--- config.mk ---
export PLATFORM = sky130hd
export DESIGN_NAME = software_timer_task_table_unit
export DESIGN_NICKNAME = d
export VERILOG_FILES = /design/src/design/sttt_pkg.sv /design/src/design/sttt_ram.sv /design/src/design/sttt_alu.sv /design/src/design/software_timer_task_table_unit.sv
export SDC_FILE = /design/constraint.sdc
export NUM_CORES = 2
export LEC_CHECK = 0
export ABC_AREA = 1
export BUFFER_PORTS_ARGS = -buffer_cell sky130_fd_sc_hd__clkbuf_2
export CAP_MARGIN = 20
export CELL_PAD_IN_SITES_DETAIL_PLACEMENT = 1
export CELL_PAD_IN_SITES_GLOBAL_PLACEMENT = 1
export CORE_UTILIZATION = 50
export DETAILED_ROUTE_END_ITERATION = 8
export MAX_ROUTING_LAYER = met4
export PLACE_DENSITY_LB_ADDON = 0.15
export SETUP_SLACK_MARGIN = 0.15
export SLEW_MARGIN = 5
export SYNTH_ARGS = -nofsm -noshare
export SYNTH_HDL_FRONTEND = slang
export SYNTH_HIERARCHICAL = 1
export SYNTH_SLANG_ARGS = --single-unit
--- constraint.sdc ---
create_clock -name clock -period 11.8 [get_ports clock]
set_input_delay 1.77 -clock clock [delete_from_list [all_inputs] [get_ports clock]]
set_output_delay 1.77 -clock clock [all_outputs]
set_load 0.05 [all_outputs]
--- src/design/sttt_pkg.sv ---
`timescale 1ns / 1ps
`default_nettype none

package sttt_pkg;

   // table geometry
   localparam int NUM_SLOTS = 16;
   localparam int SLOT_W    = (NUM_SLOTS > 1) ? $clog2(NUM_SLOTS) : 1;

   // item field widths
   localparam int CMD_W      = 3;
   localparam int SLOT_FLD_W = 4;
   localparam int DATA_W     = 32;
   localparam int KIND_W     = 2;

   localparam logic [DATA_W-1:0] BLOCKED_MARK = '1;
   localparam logic [DATA_W-1:0] DAY_LIMIT_RST = 32'd86400;

   // command codes
   localparam logic [CMD_W-1:0] CMD_TICK   = 3'd0;
   localparam logic [CMD_W-1:0] CMD_ADD    = 3'd1;
   localparam logic [CMD_W-1:0] CMD_REMOVE = 3'd2;
   localparam logic [CMD_W-1:0] CMD_READY  = 3'd3;
   localparam logic [CMD_W-1:0] CMD_DELAY  = 3'd4;
   localparam logic [CMD_W-1:0] CMD_BLOCK  = 3'd5;
   localparam logic [CMD_W-1:0] CMD_PERIOD = 3'd6;

   // result kinds
   localparam logic [KIND_W-1:0] KIND_ACK     = 2'd0;
   localparam logic [KIND_W-1:0] KIND_DUE     = 2'd1;
   localparam logic [KIND_W-1:0] KIND_SUMMARY = 2'd2;

   typedef logic [SLOT_W-1:0] slot_idx_type;

   localparam slot_idx_type LAST_IDX = slot_idx_type'(NUM_SLOTS - 1);

   // sequencer to countdown unit
   typedef struct packed {
      logic init;   // tick accepted: take dt, restart minimum
      logic eval;   // slot on the read port is valid and not blocked
   } alu_ctl_type;

   // countdown unit to sequencer
   typedef struct packed {
      logic due;
      logic blocked;
   } alu_res_type;

   function automatic logic slot_ok(input logic [SLOT_FLD_W-1:0] s);
      return 32'(s) < 32'(NUM_SLOTS);
   endfunction

endpackage

`default_nettype wire

--- src/design/sttt_ram.sv ---
`timescale 1ns / 1ps
`default_nettype none

module sttt_ram #(
   parameter int WIDTH = 32,
   parameter int DEPTH = 16
) (
   input  wire logic                                       clock,
   input  wire logic                                       wr_en,
   input  wire logic [((DEPTH > 1) ? $clog2(DEPTH) : 1)-1:0] wr_addr,
   input  wire logic [WIDTH-1:0]                           wr_data,
   input  wire logic [((DEPTH > 1) ? $clog2(DEPTH) : 1)-1:0] rd_addr,
   output logic      [WIDTH-1:0]                           rd_data
);

   logic [WIDTH-1:0] mem [DEPTH];

   // one write, one registered read
   always_ff @(posedge clock) begin
      if (wr_en) begin
         mem[wr_addr] <= wr_data;
      end
      rd_data <= mem[rd_addr];
   end

endmodule

`default_nettype wire

--- src/design/sttt_alu.sv ---
`timescale 1ns / 1ps
`default_nettype none

module sttt_alu (
   input  wire logic                          clock,
   input  wire logic                          reset,
   input  wire sttt_pkg::alu_ctl_type         ctl,
   input  wire logic [sttt_pkg::DATA_W-1:0]   now,
   input  wire logic [sttt_pkg::DATA_W-1:0]   day_limit,
   input  wire logic [sttt_pkg::DATA_W-1:0]   rd_time,
   input  wire logic [sttt_pkg::DATA_W-1:0]   rd_period,
   output sttt_pkg::alu_res_type              res,
   output logic      [sttt_pkg::DATA_W-1:0]   t_new,
   output logic      [sttt_pkg::DATA_W-1:0]   min_delay
);

   import sttt_pkg::*;

   logic [DATA_W-1:0] last_time_ff, last_time_in;
   logic [DATA_W-1:0] dt_ff, dt_in;
   logic [DATA_W-1:0] md_ff, md_in;
   logic [DATA_W-1:0] cand_ff, cand_in;
   logic              cand_vld_ff, cand_vld_in;

   logic [DATA_W-1:0] op_a, op_b;
   logic [DATA_W:0]   diff;
   logic [DATA_W-1:0] t_dec;

   // shared subtractor: now - last_time at tick start, time_left - dt per slot
   assign op_a = ctl.init ? now : rd_time;
   assign op_b = ctl.init ? last_time_ff : dt_ff;
   assign diff = {1'b0, op_a} - {1'b0, op_b};

   // count down, clamp at zero; reload a due slot with a nonzero period
   always_comb begin
      t_dec       = diff[DATA_W] ? '0 : diff[DATA_W-1:0];
      res.due     = (t_dec == '0);
      t_new       = (res.due && rd_period != '0) ? rd_period : t_dec;
      res.blocked = (t_new == BLOCKED_MARK);
   end

   // next state
   always_comb begin
      last_time_in = last_time_ff;
      dt_in        = dt_ff;
      md_in        = md_ff;
      cand_in      = t_new;
      cand_vld_in  = ctl.eval && (t_new != '0);
      if (ctl.init) begin
         last_time_in = now;
         dt_in        = diff[DATA_W-1:0];
         md_in        = day_limit - 32'd1;
      end else if (cand_vld_ff && md_ff > cand_ff) begin
         // minimum runs one slot behind the countdown
         md_in = cand_ff;
      end
   end

   always_ff @(posedge clock) begin
      if (reset) begin
         last_time_ff <= '0;
         cand_vld_ff  <= 1'b0;
      end else begin
         last_time_ff <= last_time_in;
         cand_vld_ff  <= cand_vld_in;
      end
   end

   always_ff @(posedge clock) begin
      dt_ff   <= dt_in;
      md_ff   <= md_in;
      cand_ff <= cand_in;
   end

   assign min_delay = md_ff;

endmodule

`default_nettype wire

--- src/design/software_timer_task_table_unit.sv ---
`timescale 1ns / 1ps
`default_nettype none

// Timer task table: NUM_SLOTS slots, each with valid, time left and period.
// Input: raise start with req_* fields; the item is taken at an edge where
// start is high and busy is low. busy stays high until all results are out.
// Results come on rsp_* for one cycle each, marked by rsp_valid; the
// receiver must take them as they come (no back-pressure).
// Non-tick commands: one acknowledge, registered in state ST_CMD_ACK after
// ST_CMD_WR and ST_CMD_RD; busy until then, so one command at a time.
// Tick: the slots are walked one per cycle through the shared countdown
// subtractor; the due results come out in slot order as found, and the
// summary (rsp_last high) follows from ST_SUM after the last slot. The
// length of a tick is set by the single read port of the time-left memory
// and one slot per cycle through the unit.
// Configuration: csr_write_enable/csr_write_data write day_limit at once;
// write it only while busy is low and no result is pending.
// Reset: all slots empty, last tick time 0, day_limit 86400, no results.
// Time-left and period memories need no clearing; empty slots go unused.
module software_timer_task_table_unit (
   input  wire logic                              clock,
   input  wire logic                              reset,
   // input items
   input  wire logic                              start,
   output logic                                   busy,
   input  wire logic [sttt_pkg::CMD_W-1:0]        req_command,
   input  wire logic [sttt_pkg::SLOT_FLD_W-1:0]   req_slot,
   input  wire logic [sttt_pkg::DATA_W-1:0]       req_now,
   input  wire logic [sttt_pkg::DATA_W-1:0]       req_delay_amount,
   input  wire logic [sttt_pkg::DATA_W-1:0]       req_period_amount,
   // result items
   output logic                                   rsp_valid,
   output logic      [sttt_pkg::KIND_W-1:0]       rsp_kind,
   output logic      [sttt_pkg::SLOT_FLD_W-1:0]   rsp_due_slot,
   output logic      [sttt_pkg::DATA_W-1:0]       rsp_min_delay,
   output logic                                   rsp_slot_present,
   output logic                                   rsp_slot_blocked,
   output logic                                   rsp_last,
   // configuration
   input  wire logic                              csr_write_enable,
   input  wire logic [sttt_pkg::DATA_W-1:0]       csr_write_data
);

   import sttt_pkg::*;

   // sequencer states
   localparam logic [2:0] ST_IDLE     = 3'd0;
   localparam logic [2:0] ST_CMD_WR   = 3'd1;
   localparam logic [2:0] ST_CMD_RD   = 3'd2;
   localparam logic [2:0] ST_CMD_ACK  = 3'd3;
   localparam logic [2:0] ST_TICK_RD  = 3'd4;
   localparam logic [2:0] ST_TICK_RUN = 3'd5;
   localparam logic [2:0] ST_SUM_RD   = 3'd6;
   localparam logic [2:0] ST_SUM      = 3'd7;

   logic [2:0]            state_ff, state_in;
   logic [DATA_W-1:0]     day_limit_ff, day_limit_in;
   logic [NUM_SLOTS-1:0]  valid_ff, valid_in;
   slot_idx_type          idx_ff, idx_in;

   logic [CMD_W-1:0]      cmd_ff, cmd_in;
   logic [SLOT_FLD_W-1:0] slot_ff, slot_in;
   logic [DATA_W-1:0]     dly_ff, dly_in;
   logic [DATA_W-1:0]     per_ff, per_in;

   logic                  rsp_valid_ff, rsp_valid_in;
   logic [KIND_W-1:0]     rsp_kind_ff, rsp_kind_in;
   logic [SLOT_FLD_W-1:0] rsp_slot_ff, rsp_slot_in;
   logic [DATA_W-1:0]     rsp_md_ff, rsp_md_in;
   logic                  rsp_present_ff, rsp_present_in;
   logic                  rsp_blocked_ff, rsp_blocked_in;
   logic                  rsp_last_ff, rsp_last_in;

   logic                  accept;
   logic                  named_ok;
   slot_idx_type          named_idx;
   logic                  named_present;
   logic                  named_blocked;

   logic                  tl_we, rp_we;
   slot_idx_type          wr_addr, rd_addr;
   logic [DATA_W-1:0]     tl_wdata;
   logic [DATA_W-1:0]     tl_rdata, rp_rdata;

   alu_ctl_type           alu_ctl;
   alu_res_type           alu_res;
   logic [DATA_W-1:0]     alu_t_new;
   logic [DATA_W-1:0]     alu_md;

   assign busy     = (state_ff != ST_IDLE);
   assign accept   = start && !busy;

   assign named_ok      = slot_ok(slot_ff);
   assign named_idx     = slot_idx_type'(slot_ff);
   assign named_present = named_ok && valid_ff[named_idx];
   assign named_blocked = named_present && (tl_rdata == BLOCKED_MARK);

   // storage
   sttt_ram #(.WIDTH(DATA_W), .DEPTH(NUM_SLOTS)) u_time_left (
      .clock   (clock),
      .wr_en   (tl_we),
      .wr_addr (wr_addr),
      .wr_data (tl_wdata),
      .rd_addr (rd_addr),
      .rd_data (tl_rdata)
   );

   sttt_ram #(.WIDTH(DATA_W), .DEPTH(NUM_SLOTS)) u_reload_period (
      .clock   (clock),
      .wr_en   (rp_we),
      .wr_addr (wr_addr),
      .wr_data (per_ff),
      .rd_addr (rd_addr),
      .rd_data (rp_rdata)
   );

   // countdown and minimum unit
   assign alu_ctl.init = accept && (req_command == CMD_TICK);
   assign alu_ctl.eval = (state_ff == ST_TICK_RUN) && valid_ff[idx_ff]
                         && (tl_rdata != BLOCKED_MARK);

   sttt_alu u_alu (
      .clock     (clock),
      .reset     (reset),
      .ctl       (alu_ctl),
      .now       (req_now),
      .day_limit (day_limit_ff),
      .rd_time   (tl_rdata),
      .rd_period (rp_rdata),
      .res       (alu_res),
      .t_new     (alu_t_new),
      .min_delay (alu_md)
   );

   // memory ports
   always_comb begin
      tl_we    = 1'b0;
      rp_we    = 1'b0;
      tl_wdata = dly_ff;
      wr_addr  = named_idx;
      rd_addr  = named_idx;
      case (state_ff)
         ST_CMD_WR: begin
            if (named_ok) begin
               case (cmd_ff)
                  CMD_ADD: begin
                     tl_we = 1'b1;
                     rp_we = 1'b1;
                  end
                  CMD_READY: begin
                     tl_we    = 1'b1;
                     tl_wdata = '0;
                  end
                  CMD_DELAY: begin
                     tl_we = 1'b1;
                  end
                  CMD_BLOCK: begin
                     tl_we    = 1'b1;
                     tl_wdata = BLOCKED_MARK;
                  end
                  CMD_PERIOD: begin
                     rp_we = 1'b1;
                  end
                  default: begin
                  end
               endcase
            end
         end
         ST_TICK_RD: begin
            rd_addr = '0;
         end
         ST_TICK_RUN: begin
            rd_addr  = idx_ff + slot_idx_type'(1);
            wr_addr  = idx_ff;
            tl_we    = alu_ctl.eval;
            tl_wdata = alu_t_new;
         end
         default: begin
         end
      endcase
   end

   // sequencer, slot valid bits and result register
   always_comb begin
      state_in       = state_ff;
      day_limit_in   = csr_write_enable ? csr_write_data : day_limit_ff;
      valid_in       = valid_ff;
      idx_in         = idx_ff;
      cmd_in         = cmd_ff;
      slot_in        = slot_ff;
      dly_in         = dly_ff;
      per_in         = per_ff;
      rsp_valid_in   = 1'b0;
      rsp_kind_in    = KIND_ACK;
      rsp_slot_in    = slot_ff;
      rsp_md_in      = '0;
      rsp_present_in = named_present;
      rsp_blocked_in = named_blocked;
      rsp_last_in    = 1'b1;
      case (state_ff)
         ST_IDLE: begin
            if (accept) begin
               cmd_in   = req_command;
               slot_in  = req_slot;
               dly_in   = req_delay_amount;
               per_in   = req_period_amount;
               idx_in   = '0;
               state_in = (req_command == CMD_TICK) ? ST_TICK_RD : ST_CMD_WR;
            end
         end
         ST_CMD_WR: begin
            if (named_ok && cmd_ff == CMD_ADD) begin
               valid_in[named_idx] = 1'b1;
            end
            if (named_ok && cmd_ff == CMD_REMOVE) begin
               valid_in[named_idx] = 1'b0;
            end
            state_in = ST_CMD_RD;
         end
         ST_CMD_RD: begin
            state_in = ST_CMD_ACK;
         end
         ST_CMD_ACK: begin
            rsp_valid_in = 1'b1;
            state_in     = ST_IDLE;
         end
         ST_TICK_RD: begin
            state_in = ST_TICK_RUN;
         end
         ST_TICK_RUN: begin
            // one slot per cycle; due results go out as found
            if (alu_ctl.eval && alu_res.due) begin
               rsp_valid_in   = 1'b1;
               rsp_kind_in    = KIND_DUE;
               rsp_slot_in    = SLOT_FLD_W'(idx_ff);
               rsp_present_in = 1'b1;
               rsp_blocked_in = alu_res.blocked;
               rsp_last_in    = 1'b0;
            end
            idx_in = idx_ff + slot_idx_type'(1);
            if (idx_ff == LAST_IDX) begin
               state_in = ST_SUM_RD;
            end
         end
         ST_SUM_RD: begin
            state_in = ST_SUM;
         end
         ST_SUM: begin
            rsp_valid_in = 1'b1;
            rsp_kind_in  = KIND_SUMMARY;
            rsp_md_in    = alu_md;
            state_in     = ST_IDLE;
         end
         default: begin
            state_in = ST_IDLE;
         end
      endcase
   end

   always_ff @(posedge clock) begin
      if (reset) begin
         state_ff     <= ST_IDLE;
         day_limit_ff <= DAY_LIMIT_RST;
         valid_ff     <= '0;
         idx_ff       <= '0;
         rsp_valid_ff <= 1'b0;
      end else begin
         state_ff     <= state_in;
         day_limit_ff <= day_limit_in;
         valid_ff     <= valid_in;
         idx_ff       <= idx_in;
         rsp_valid_ff <= rsp_valid_in;
      end
   end

   always_ff @(posedge clock) begin
      cmd_ff         <= cmd_in;
      slot_ff        <= slot_in;
      dly_ff         <= dly_in;
      per_ff         <= per_in;
      rsp_kind_ff    <= rsp_kind_in;
      rsp_slot_ff    <= rsp_slot_in;
      rsp_md_ff      <= rsp_md_in;
      rsp_present_ff <= rsp_present_in;
      rsp_blocked_ff <= rsp_blocked_in;
      rsp_last_ff    <= rsp_last_in;
   end

   assign rsp_valid        = rsp_valid_ff;
   assign rsp_kind         = rsp_kind_ff;
   assign rsp_due_slot     = rsp_slot_ff;
   assign rsp_min_delay    = rsp_md_ff;
   assign rsp_slot_present = rsp_present_ff;
   assign rsp_slot_blocked = rsp_blocked_ff;
   assign rsp_last         = rsp_last_ff;

`ifndef ASSERT_OFF
   // the final result of an item goes out as the block frees up
   a_last_idle: assert property (@(posedge clock) disable iff (reset)
      rsp_valid && rsp_last |-> !busy)
      else $error("final result while still busy");

   // due results are never final and always name a present slot
   a_due_shape: assert property (@(posedge clock) disable iff (reset)
      rsp_valid && rsp_kind == KIND_DUE |-> !rsp_last && rsp_slot_present)
      else $error("malformed due result");

   // a summary always closes a tick
   a_sum_last: assert property (@(posedge clock) disable iff (reset)
      rsp_valid && rsp_kind == KIND_SUMMARY |-> rsp_last)
      else $error("summary without last");

   // the slot walk ends after the last slot
   a_walk_end: assert property (@(posedge clock) disable iff (reset)
      state_ff == ST_TICK_RUN && idx_ff == LAST_IDX |=> state_ff == ST_SUM_RD)
      else $error("slot walk did not end at last slot");

   // an accepted item makes the block busy
   a_accept_busy: assert property (@(posedge clock) disable iff (reset)
      start && !busy |=> busy)
      else $error("accepted item did not start work");
`endif

endmodule

`default_nettype wire

# After elaboration in Yosys (flattened, before gate mapping)
# Memory sizes are Yosys's and may differ from the RTL's. A register that Yosys moved wholly into a read port is not among the register bits.
# Index checks and enable logic that the tools add are counted.
[totals] ff_bits=297 latchBits=0 ramBits=1024 romBits=0 input_bits=139 output_inout_bits=43 elab_cells=120 n_memories=2
[op_classes] add_sub_neg=3 multipliers=0 n_div=0 magnitude_cmp=4 eq_ne=19 shift=0 mux=44 n_bitwise=3 reduce_logical=25
[memory_table] memory="u_reload_period.mem" depth=16 width=32 rd=1 rd_ports_with_merged_regs=1 write_ports=1 line_no="sttt_ram.sv:16" source="logic [WIDTH-1:0] mem [DEPTH];"
[memory_table] memory="u_time_left.mem" depth=16 width=32 rd=1 rd_ports_with_merged_regs=1 write_ports=1 line_no="sttt_ram.sv:16"
[ops] op="$mux 32" count=6
[ops] op="$pmux 32 s2" count=2
[ops] op="$eq 32x32->1 const B" count=2
[ops] op="$reduce_bool 32->1" count=2
[ops] op="$mux 16" count=3
[ops] op="$sub 32x32->33" count=1
[ops] op="$gt 32x32->1" count=1
[ops] op="$logic_not 32->1" count=1
[ops] op="$ne 32x32->1 const B" count=1
[ops] op="$sub 32x1->32 const B" count=1
[ops] op="$eq 3x3->1 const B" count=7
[ops] op="$pmux 3 s7" count=1
[ops] op="$mux 1" count=17
[ops] op="$and 16x16->16" count=1
[ops] op="$mux 4" count=4
[ops] op="$not 16->16" count=1
[ops] op="$or 16x16->16" count=1
[ops] op="$pmux 4 s2" count=2
[ops] op="$eq 3x2->1 const B" count=4
[ops] op="$logic_and 1x1->1" count=10
[ops] op="$lt 4x5->1 const B" count=2
[ops] op="$mux 3" count=3
[ops] op="$bmux 1 s4" count=2
[ops] op="$eq 3x1->1 const B" count=2
[ops] op="15 further kinds" count=21

# Longest topological paths before layout
[depth] ltp_word=13 depth_mapped=34 depth_no_buf=31

# Modules after synthesis
# Netlist, hierarchy kept.
[by_module_without_submodules] mod="sttt_ram" n_inst=2 cells_per_inst=2120 area_each_um2=22730.6 seq_area_each_um2=16015.4
[by_module_without_submodules] mod="sttt_alu" n_inst=1 cells_per_inst=1415 area_each_um2=9643.0 seq_area_each_um2=3223.1
[by_module_without_submodules] mod="software_timer_task_table_unit" n_inst=1 cells_per_inst=751 area_each_um2=6752.7 seq_area_each_um2=4073.9

# Least setup slack after synthesis
# OpenSTA, ideal clock, no wires.
[synth_path] kind="input port to flip-flop" from="in req_command[1] (netlist bit)" to="mem u_time_left.mem[0][29] (data pin)" setup_time_ns=0.220 arrival_ns=6.875 required_time_ns=11.580 setup_slack_ns=4.706 stages=26 path_buffers=4 cell_sequence="nor3_1 nand3_1 nor2_1 clkbuf_1 buf_1 mux2i_1 fa_1 nand2_1 nand2_1 nand3_2 nand2_2 nand2_2 nand2_2 nand2_2 nand2_2 buf_6 o21ai_1 nand2_1 nor2_1 nand3_2 nor2_4 buf_6 nand3_1 nand2_2 nand2_1 nand3_1"
[synth_rtl] item="start: declaration" line_no="software_timer_task_table_unit.sv:26" source="input wire logic [sttt_pkg::CMD_W-1:0] req_command,"
[synth_rtl] item="end: declaration" line_no="sttt_ram.sv:16"

==> metrics.txt <==
# TYPE chip_impl_metric gauge
chip_impl_metric{name="first_global_vias",unit=""} 47500
chip_impl_metric{name="ys_async_sr_fraction",unit=""} 0
chip_impl_metric{name="syn2layout_area_growth",unit="%"} 11.6
chip_impl_metric{name="cts_num_sinks",unit=""} 1385
chip_impl_metric{name="worst_ep_required_time",unit="ps"} 12520
chip_impl_metric{name="swShare",unit=""} 0.284
chip_impl_metric{name="floorplan.die.width",unit="µm"} 354
chip_impl_metric{name="post-synth-top-area-fraction",unit=""} 0.563
chip_impl_metric{name="antenna_found_initial",unit=""} 14
chip_impl_metric{name="final_cells",unit=""} 8300
chip_impl_info{name="timing_worst_setup_path_type",value="input port to flop"} 1
chip_impl_info{name="synth_most_common_cell",value="sky130_fd_sc_hd__nand2_1"} 1
chip_impl_metric{name="power.density",unit="nW/µm²"} 178
chip_impl_metric{name="remaining_drc_errors",unit=""} 0
chip_impl_metric{name="layout_min_cycle_time",unit="ps"} 8100
chip_impl_metric{name="post-route-period-util",unit=""} 0.687
chip_impl_info{name="rsz0062_at_grt",value="no"} 1
chip_impl_metric{name="timing.max_slew.rel_slack",unit=""} 0.278
chip_impl_metric{name="cts.hold.buffers_added",unit=""} 0
chip_impl_metric{name="grtUsageMet1",unit=""} 0.400
chip_impl_info{name="status",value="completed"} 1
chip_impl_metric{name="placementRows",unit=""} 128
chip_impl_metric{name="grt_remaining_overflow",unit=""} 0
chip_impl_metric{name="total_via_count_in_the_routed_design",unit=""} 45900
chip_impl_metric{name="power_frac_comb",unit=""} 0.141
chip_impl_metric{name="grt_pass1_wl",unit="mm"} 295
chip_impl_metric{name="grt_max_degree",unit=""} 146
chip_impl_info{name="path_common_cell",value="sky130_fd_sc_hd__nand2_1"} 1
chip_impl_info{name="setup.worst_path.start_class",value="input port"} 1
chip_impl_metric{name="report.power.total",unit="W"} 0.0123
chip_impl_metric{name="yosys_warnings",unit=""} 6
chip_impl_metric{name="power.internal",unit="W"} 0.00879
chip_impl_metric{name="fmax",unit="GHz"} 0.123
chip_impl_info{name="crit_path_end_kind",value="flop"} 1
chip_impl_metric{name="cp_data_arrival_time",unit="ps"} 8820
chip_impl_metric{name="portBuffers",unit=""} 181
chip_impl_metric{name="post_detailed_route_via_to_cell_ratio",unit=""} 5.53
chip_impl_metric{name="post-place-cells",unit=""} 8008
chip_impl_info{name="tritoncts",value="done"} 1
chip_impl_metric{name="pwr-share-seq",unit=""} 0.474
chip_impl_metric{name="synth.distinct_cells",unit=""} 61
chip_impl_metric{name="tightestPinTransition",unit="ps"} 1080
chip_impl_metric{name="clk_pin_slew_worst_paths",unit="ps"} 60
chip_impl_metric{name="grtUsageMet2",unit=""} 0.545
chip_impl_metric{name="crit_fanout",unit=""} 52
chip_impl_metric{name="design.portCount",unit=""} 182
chip_impl_metric{name="switching_power",unit="W"} 0.00349
chip_impl_metric{name="placedInstanceArea",unit="µm²"} 64000
chip_impl_info{name="synth_top_cells_by_area",value="sky130_fd_sc_hd__edfxtp_1 (56%), sky130_fd_sc_hd__nand2_1 (12%), sky130_fd_sc_hd__dfxtp_1 (7.3%), sky130_fd_sc_hd__nand3_1 (7.2%), sky130_fd_sc_hd__inv_1 (6.4%)"} 1
chip_impl_metric{name="syn_avg_cell_area",unit="µm²"} 9.66
chip_impl_metric{name="post_drt_wl_per_cell",unit="µm"} 24.0
chip_impl_metric{name="place_congestion",unit=""} 0.945
chip_impl_metric{name="grt_use_total",unit=""} 0.328
chip_impl_metric{name="max-vdd-ir-drop",unit="mV"} 0.182
chip_impl_metric{name="clkLatencyLatePin",unit="ps"} 800
chip_impl_metric{name="floorplan.initialDensity",unit=""} 0.506
chip_impl_metric{name="post_cts_resize_count",unit=""} 0
chip_impl_metric{name="area_taken_by_flip_flops_and_latches",unit="µm²"} 39300
chip_impl_metric{name="post_synthesis_cells",unit=""} 6406
chip_impl_metric{name="max-clock-path-buffers",unit=""} 3
chip_impl_metric{name="slowest_delay",unit="ps"} 830
chip_impl_metric{name="max-cap-violations",unit=""} 0
chip_impl_metric{name="drtPass1Iterations",unit=""} 6
chip_impl_metric{name="postCtsSetupRepairBufs",unit=""} 0
chip_impl_metric{name="cts_inserted_buffers",unit=""} 149
chip_impl_metric{name="die_h",unit="µm"} 354
chip_impl_metric{name="ant_nets",unit=""} 0
chip_impl_metric{name="layout.nets",unit=""} 6742
chip_impl_info{name="synth_flop_cell",value="sky130_fd_sc_hd__edfxtp_1"} 1
chip_impl_metric{name="detailedRoute.firstIterationViolations",unit=""} 4188
chip_impl_metric{name="power.leakage",unit="nW"} 29.9
chip_impl_metric{name="overall_routed_net_length",unit="mm"} 199
chip_impl_metric{name="synth_seq_area_share",unit=""} 0.636
chip_impl_info{name="netlist_top_cells_count",value="sky130_fd_sc_hd__nand2_1 (2,005), sky130_fd_sc_hd__edfxtp_1 (1,159), sky130_fd_sc_hd__inv_1 (1,053), sky130_fd_sc_hd__nand3_1 (894), sky130_fd_sc_hd__nor2_1 (277)"} 1
chip_impl_metric{name="gr-usage-met3",unit=""} 0.0471
chip_impl_metric{name="area_inside_the_core_boundary",unit="µm²"} 122000
chip_impl_info{name="clock-root-buffer",value="sky130_fd_sc_hd__clkbuf_16"} 1
chip_impl_metric{name="detailed_place_hpwl",unit="mm"} 121
chip_impl_metric{name="overall_die_area",unit="µm²"} 125000
chip_impl_metric{name="ys_ff_latch",unit=""} 1385
chip_impl_metric{name="number_of_flops_mapped_to_enable_cells_by_yosys",unit=""} 1159
chip_impl_info{name="cp_slowest_cell",value="sky130_fd_sc_hd__nor2_4"} 1
chip_impl_info{name="hp-class",value="flop to flop"} 1
chip_impl_metric{name="multiInputGateArea",unit="µm²"} 17100
chip_impl_info{name="gr-max-usage-layer",value="met2"} 1
chip_impl_metric{name="filler_cell_count",unit=""} 13600
chip_impl_metric{name="finClkSkew",unit="ps"} 25.8
chip_impl_metric{name="synth_area",unit="µm²"} 61900
chip_impl_metric{name="post_route_cells_drive_above_1_share",unit=""} 0.0900
chip_impl_metric{name="cts.htree.levels",unit=""} 4
chip_impl_metric{name="pwr-share-clk",unit=""} 0.386
chip_impl_metric{name="syn-num-nets",unit=""} 6612
chip_impl_metric{name="final_design_area_no_fill",unit="µm²"} 69000
chip_impl_metric{name="setup_violations",unit=""} 0
chip_impl_info{name="synth_largest_area_cell",value="sky130_fd_sc_hd__edfxtp_1"} 1
chip_impl_metric{name="drv_slew",unit=""} 0
chip_impl_metric{name="finalHoldViolCount",unit=""} 0
chip_impl_metric{name="fin_tns_setup",unit="ps"} 0
[critical path: cells and delay by family]
family	cells	cell delay, ps
buf+inv	3	1250
fa+ha+maj	1	530
simple gates	26	5160
[power by group through the flow]
stage                     logic [W]  clock network, W  registers (W)
after floorplan             0.00115                 0        0.00575
after global placement      0.00164                 0        0.00592
after detailed placement    0.00169                 0        0.00592
after CTS                   0.00171           0.00480        0.00582
after global routing        0.00189           0.00496        0.00582
final                       0.00173           0.00474        0.00582
[cell families after synthesis]
group | share of synthesized area
mux | 0.00502
buf+inv | 0.0929
compound gates | 0.0237
fa+ha+maj | 0.0137
xor+xnor | 0.00283
simple gates | 0.226
flops | 0.636
[worst paths after layout]
kind / from / endpoint / slack (ps) / depth (start not counted)
worst max-delay path: req_command[1] / rsp_slot_blocked / 3700 / 30
worst min-delay path: u_alu/last_time_ff[4] / u_alu/last_time_ff[4] / 460 / 2
worst max register to register: state_ff[1] / rsp_slot_blocked / 4430 / 29
worst min register to register: u_alu/last_time_ff[4] / u_alu/last_time_ff[4] / 460 / 2
[layer usage]
metal / share of wire / wire length, µm / vias up
met5: 0 / 0 / -
met4: 0.045 / 8880 / 0
met3: 0.062 / 12400 / 450
met2: 0.49 / 98300 / 1566
met1: 0.40 / 79700 / 22900
li1: - / - / 21000
[per-stage QoR]
step           utilization  setup WS, ps  hold WS (ps)
6_report             0.565          3700           463
5_1_grt              0.565          3150           478
4_1_cts              0.564          3870           465
3_5_place_dp         0.523          3090           456
3_3_place_gp         0.523          3320           449
2_1_floorplan            -          4710           441
[flip-flops by register name, indices dropped and copies added (netlist names), 2 cells and up]
register,count
u_alu/cand_ff,32
u_alu/last_time_ff,32
idx_ff,4
named_idx,4
dly_ff,32
day_limit_ff,32
valid_ff,16
u_alu/dt_ff,32
u_alu/min_delay,32
u_reload_period/rd_data,32
u_time_left/mem,512
per_ff,32
cmd_ff,3
u_time_left/rd_data,32
state_ff,3
rsp_kind,2
u_reload_period/mem,512
rsp_min_delay,32
rsp_due_slot,4
[cells in the final DEF (no fill, tap or decap), types with 12 or more instances in the layout]
cell / instances
sky130_fd_sc_hd__nand2_1: 2005
sky130_fd_sc_hd__edfxtp_1: 1159
sky130_fd_sc_hd__inv_1: 1050
sky130_fd_sc_hd__nand3_1: 894
sky130_fd_sc_hd__nor2_1: 243
sky130_fd_sc_hd__dfxtp_1: 226
sky130_fd_sc_hd__clkbuf_2: 181
sky130_fd_sc_hd__clkbuf_16: 155
sky130_fd_sc_hd__a21oi_1: 87
sky130_fd_sc_hd__o21ai_0: 85
sky130_fd_sc_hd__buf_4: 69
sky130_fd_sc_hd__ha_1: 66
sky130_fd_sc_hd__clkbuf_1: 38
sky130_fd_sc_hd__nor2_4: 36
sky130_fd_sc_hd__mux2i_1: 31
sky130_fd_sc_hd__clkinv_2: 30
sky130_fd_sc_hd__nand4_1: 30
sky130_fd_sc_hd__o21ai_1: 24
sky130_fd_sc_hd__nand2_2: 19
sky130_fd_sc_hd__clkinv_1: 18
sky130_fd_sc_hd__xor2_1: 18
sky130_fd_sc_hd__nand3_2: 17
sky130_fd_sc_hd__clkbuf_8: 17
sky130_fd_sc_hd__and2_1: 15
sky130_fd_sc_hd__diode_2: 12
[cell type report]
class                      instances  area share
sequential                      1385       0.570
multi-input combinational       3680       0.247
clock buffer                     210      0.0616
inverter                        1064      0.0581
tap                             1625      0.0294
timing repair buffer             256      0.0226
clock inverter                    68      0.0107
antenna                           12    0.000435
Note: power is estimated with default switching activity, not from simulation.
